<file path="config.mk">
export PLATFORM = sky130hd
export DESIGN_NAME = mpsm_ram
export DESIGN_NICKNAME = d
export VERILOG_FILES = /design/src/rtl/core/multi_pattern_string_matcher_core_assert.svh /design/src/rtl/core/mpsm_ram.sv
export SDC_FILE = /design/constraint.sdc
export NUM_CORES = 2
export LEC_CHECK = 0
export BUFFER_PORTS_ARGS = -buffer_cell sky130_fd_sc_hd__clkbuf_2
export CAP_MARGIN = 20
export CORE_AREA = 2 2 402 404
export DETAILED_ROUTE_END_ITERATION = 8
export DIE_AREA = 0 0 404 406
export HOLD_SLACK_MARGIN = 0.05
export MAX_ROUTING_LAYER = met4
export PLACE_DENSITY = 0.76
export SLEW_MARGIN = 20
export SYNTH_ARGS = -nofsm -noshare
export SYNTH_HDL_FRONTEND = slang
export SYNTH_SLANG_ARGS = --single-unit
</file>
<file path="constraint.sdc">
create_clock -name i_clk -period 5.12 [get_ports i_clk]
set_input_delay 1.024 -clock i_clk [delete_from_list [all_inputs] [get_ports i_clk]]
set_output_delay 1.024 -clock i_clk [all_outputs]
set_load 0.01 [all_outputs]
</file>
<file path="src/rtl/core/multi_pattern_string_matcher_core_assert.svh">
// ============================================================================
// Assertion macros for the multi-pattern string matcher core
// Concurrent checks on i_clk, disabled while i_rst_n is low.
// ============================================================================
`ifndef MULTI_PATTERN_STRING_MATCHER_CORE_ASSERT_SVH
`define MULTI_PATTERN_STRING_MATCHER_CORE_ASSERT_SVH

`ifndef SYNTHESIS
`define MPSM_ASSERT(lbl, prop) \
    lbl: assert property (@(posedge i_clk) disable iff (!i_rst_n) prop) \
        else $error("mpsm assertion failed");
`define MPSM_ASSERT_MSG(lbl, prop, msg) \
    lbl: assert property (@(posedge i_clk) disable iff (!i_rst_n) prop) \
        else $error(msg);
`else
`define MPSM_ASSERT(lbl, prop)
`define MPSM_ASSERT_MSG(lbl, prop, msg)
`endif

`endif

</file>
<file path="src/rtl/core/mpsm_ram.sv">
// ============================================================================
// mpsm_ram
// Generic single-write, single-read RAM with registered read data.
// ============================================================================
module mpsm_ram #(
    parameter  int WIDTH = 8,
    parameter  int DEPTH = 256,
    localparam int AW    = $clog2(DEPTH)
) (
    input  logic             i_clk,
    input  logic             i_we,
    input  logic [AW-1:0]    i_waddr,
    input  logic [WIDTH-1:0] i_wdata,
    input  logic [AW-1:0]    i_raddr,
    output logic [WIDTH-1:0] o_rdata
);

    logic [WIDTH-1:0] r_mem [DEPTH];
    logic [WIDTH-1:0] r_rdata;

    always_ff @(posedge i_clk) begin
        if (i_we) begin
            r_mem[i_waddr] <= i_wdata;
        end
        r_rdata <= r_mem[i_raddr];
    end

    assign o_rdata = r_rdata;

endmodule

</file>
---- Word-level counts from Yosys, hierarchy flattened ----
Memory sizes are Yosys's and may differ from the RTL's. A register that Yosys moved wholly into a read port is not among the register bits.
Cells that the tools add are included.
storage, ports and cells
  bits in registers ....................... 0
  RAM bits ................................ 2048
  bits of input ports ..................... 26
  output and inout bits ................... 8
  logic and storage cells ................. 3
  memories ................................ 1
operators by class
  mux-type cells .......................... 2
memories
  name   depth  width  read ports  clocked after Yosys merged registers in  write ports  RTL line        source
  r_mem  256    8      1           1                                        1            mpsm_ram.sv:18  logic [WIDTH-1:0] r_mem [DEPTH];
operators with widths
  cell              number
  2-to-1 mux 1 bit  2

---- Depth between registers and ports, before layout ----
  depth in word-level cells ............... 2
  mapped depth ............................ 11
  mapped depth without buffers ............ 6

---- Least setup slack after synthesis ----
OpenSTA, ideal clock, no wires.
  kind .................................... input to register
  start ................................... in i_raddr[0]
  end ..................................... reg r_rdata[2], in the netlist o_rdata[2], read port of r_mem
  data arrival time ....................... 2831 ps
  data required time ...................... 4989 ps
  path slack .............................. 2158 ps
  stages on the path ...................... 9
  buffers on the path ..................... 4
  cell sequence ........................... buf_6 -> buf_12 -> buf_8 -> buf_2 -> mux4_2 -> a22oi_1 -> a21oi_1 -> nor4_1 -> nor4_2
RTL lines
  what             RTL line        source
  start, declared  mpsm_ram.sv:14  input logic [AW-1:0] i_raddr,
  end, declared    mpsm_ram.sv:19  logic [WIDTH-1:0] r_rdata;

==> impl_metrics.py <==
metrics = {
    "setup_path": {
        "cp-startpoint": "i_raddr[4]",
        "r2r-start": "r_mem[143][0]$_DFFE_PP_",
        "cp_data_required_time_ps": 5820,
        "arrival_ps": 4310,
        "crit_path_end": "o_rdata[2]$_DFF_P_",
        "reg2reg_to": "o_rdata[0]$_DFF_P_",
        "ff2ff_setup_slack_ps": 2380,
        "crit_path_start_kind": "input port",
        "rr_worst_depth": 6,
        "cp-end-kind": "flip-flop",
        "crit_type": "in2reg",
        "cp_max_fo": 20,
    },
    "routing": {
        "vias": 40200,
        "first_pass_iters": 6,
        "drt_wl_total_um": 196000,
        "drc": 0,
        "avgViaCountPerCell": 6.57,
        "drt_iter0_markers": 6659,
        "postRouteAntennaNets": 0,
        "wl_per_cell_um": 32.0,
    },
    "placement": {
        "port_buffers": 33,
        "gp_congestion": 0.866,
        "dp_hpwl_um": 117000,
    },
    "timing": {
        "tns_ps": 0,
        "whs_ps": 654,
        "slew_headroom_pct": 22.1,
        "skew_ps": 42.6,
        "finalHoldViolCount": 0,
        "max_freq_ghz": 0.277,
        "report.final.slew_viol_count": 0,
        "rsz0062_at_grt": "no",
        "finalCriticalPeriod_ps": 3610,
        "finalCritPeriodShare_pct": 70.5,
        "setup_viol": 0,
        "worst_pin_slew_ps": 1170,
    },
    "hold_path": {
        "hold_class": "in2reg",
    },
    "synthesis": {
        "synth_cell_types": 55,
        "syn_area_um2": 79600,
        "ys_seq_area_share_pct": 77.5,
        "synthesis.instances": 3733,
        "synthesis.nets": 3759,
        "syn_area_per_cell_um2": 21.3,
        "yosys_warnings": 0,
        "yosys_register_bits": 2056,
    },
    "power_and_ir_drop": {
        "ir_worst_vdd_uv": 419,
        "cellPowerDensity_nw_per_um2": 383,
        "p_leak_uw": 0.0271,
    },
    "global_route": {
        "antenna_found_initial": 11,
        "gr-total-overflow": 0,
        "grt_pass1_wl_um": 282000,
        "grt_pass1_vias": 39100,
        "grt_start_max_net_pins": 154,
        "grt.total_usage_pct": 24.6,
    },
    "floorplanning": {
        "die_x_um": 404,
        "fp.dieH_um": 406,
        "coreArea_um2": 160000,
        "fp-row-count": 147,
        "io_pins": 34,
        "dieArea_um2": 164000,
        "start_util_pct": 49.8,
    },
    "layout": {
        "final.fill_count": 11400,
        "drive_gt1_share_pct": 22.5,
        "nets": 3894,
        "area_growth_pct": 11.0,
    },
    "cts": {
        "cts_setup_buffers": 0,
        "hold_buffers": 0,
        "numCtsBuffers": 191,
        "clockRootBuffer": "clkbuf_16",
        "cts.htree.levels": 4,
        "cts_tree": "built",
        "cts_sinks": 2056,
        "ctsResizeCount": 0,
        "cts_buffer_depth": 3,
        "path_clk_slew_ps": 60,
        "clock_latency_ps": 840,
    },
    "job": {
        "cap_viol_max_count": 0,
    },
    "outcome": {
        "run_status": "complete, no violations",
    },
}
==> per-stage QoR <==
step                cells  util, %  power [uW]  setup WS, ps  area [um2]
finish               6116     55.3       33900          1510       88300
global route         6115     55.3       34600          1400       88300
CTS                  6106     55.3       33900          1600       88300
detailed placement   5760     51.6       20600           729       82400
global placement     5760     51.6       20600           724       82400
floorplan            3733        -       19800          2160       79600
==> layout by cell type, fill, tap and decap left out, types with 23 or more instances in the layout <==
master and n:
nor2_1 276, o221ai_1 46, nor2b_1 28, clkinv_1 55
nand2_1 32, mux2i_1 134, mux4_2 454, clkbuf_1 43
buf_4 120, o22ai_1 28, nor4_1 23, a21oi_1 96
edfxtp_1 2048, clkinv_2 24, nand3_1 34, a22oi_1 133
clkbuf_16 193
==> state kept, by name (all words and copies together) (netlist names) <==
signal   flops
r_mem     2048
o_rdata      8
==> power by group <==
group | switching [uW] | internal [uW]
Combinational | 1110 | 580
Sequential | 52.4 | 18600
Clock | 6080 | 7480
==> synth_stat cells (all sizes together) <==
| cell | n | share of area (%) |
|---|---|---|
| a2111oi | 5 | 0.066 |
| a211oi | 16 | 0.15 |
| a21boi | 1 | 0.0094 |
| a21oi | 96 | 0.60 |
| a221oi | 14 | 0.16 |
| a22o | 8 | 0.088 |
| a22oi | 133 | 1.3 |
| a311oi | 2 | 0.022 |
| a31oi | 2 | 0.016 |
| and2 | 6 | 0.047 |
| and3 | 1 | 0.0079 |
| and3b | 2 | 0.022 |
| buf | 122 | 1.3 |
| clkbuf | 111 | 0.52 |
| clkinv | 1 | 0.0047 |
| dfxtp | 8 | 0.20 |
| edfxtp | 2048 | 77 |
| inv | 1 | 0.0047 |
| mux2 | 1 | 0.014 |
| mux2i | 134 | 1.7 |
| mux4 | 456 | 13 |
| nand2 | 33 | 0.16 |
| nand2b | 8 | 0.063 |
| nand3 | 34 | 0.21 |
| nand3b | 2 | 0.019 |
| nand4 | 10 | 0.079 |
| nor2 | 282 | 1.3 |
| nor2b | 31 | 0.24 |
| nor3 | 22 | 0.14 |
| nor3b | 1 | 0.0094 |
| nor4 | 27 | 0.24 |
| nor4b | 1 | 0.011 |
| o211ai | 10 | 0.094 |
| o21ai | 12 | 0.075 |
| o221ai | 47 | 0.53 |
| o22a | 5 | 0.055 |
| o22ai | 28 | 0.22 |
| o311ai | 1 | 0.011 |
| o32ai | 5 | 0.064 |
| or2 | 4 | 0.031 |
| or2b | 1 | 0.0094 |
| or3b | 1 | 0.011 |
==> worst min-delay path by stage <==
| stage | start | end | cells after the start |
|---|---|---|---|
| 2_1_floorplan | r_mem[40][3]$_DFFE_PP_ | o_rdata[3]$_DFF_P_ | 6 |
| 5_1_grt | i_wdata[4] | r_mem[225][4]$_DFFE_PP_ | 1 |
| 4_1_cts | i_waddr[2] | r_mem[157][2]$_DFFE_PP_ | 3 |
| 3_5_place_dp | r_mem[32][5]$_DFFE_PP_ | o_rdata[5]$_DFF_P_ | 6 |
| 6_report | i_wdata[4] | r_mem[225][4]$_DFFE_PP_ | 1 |
| 3_3_place_gp | r_mem[32][5]$_DFFE_PP_ | o_rdata[5]$_DFF_P_ | 6 |
==> kinds of logic (layout without fill, tap and decap cells) <==
| logic type | after synthesis | count (layout) | share of synthesized area (%) |
|---|---|---|---|
| buf+inv | 235 | 523 | 1.83 |
| compound gates | 385 | 385 | 3.42 |
| flops | 2056 | 2056 | 77.5 |
| other cells | 0 | 9 | 0 |
| mux | 591 | 591 | 14.6 |
| simple gates | 466 | 466 | 2.63 |
==> worst max-delay path: stages <==
cell,delay (ps)
clkbuf_2,740
buf_4,500
and3b_1,420
o221ai_1,240
o211ai_1,220
a21oi_1,210
nor4_1,600
buf_4,270
nor4_2,60
==> metal layers <==
metal  share of wire, %  vias up  global-route usage, %
met5                  0        -                      -
met3                 12      418                   6.57
met1                 37    20900                   33.4
met4                4.0        0                   8.75
met2                 47     2926                   36.4
li1                   -    16000                      -
==> layout make-up <==
cell class	instances	area [um2]	share of cell area (%)
clock buffer	241	5060	5.73
multi-input combinational	1442	16500	18.7
antenna	9	22.5	0.0255
tap	2086	2610	2.96
inverter	2	7.51	0.00850
sequential	2056	61700	69.8
timing repair buffer	175	1620	1.83
clock inverter	105	835	0.945
Note: power is estimated with default switching activity, not from simulation.
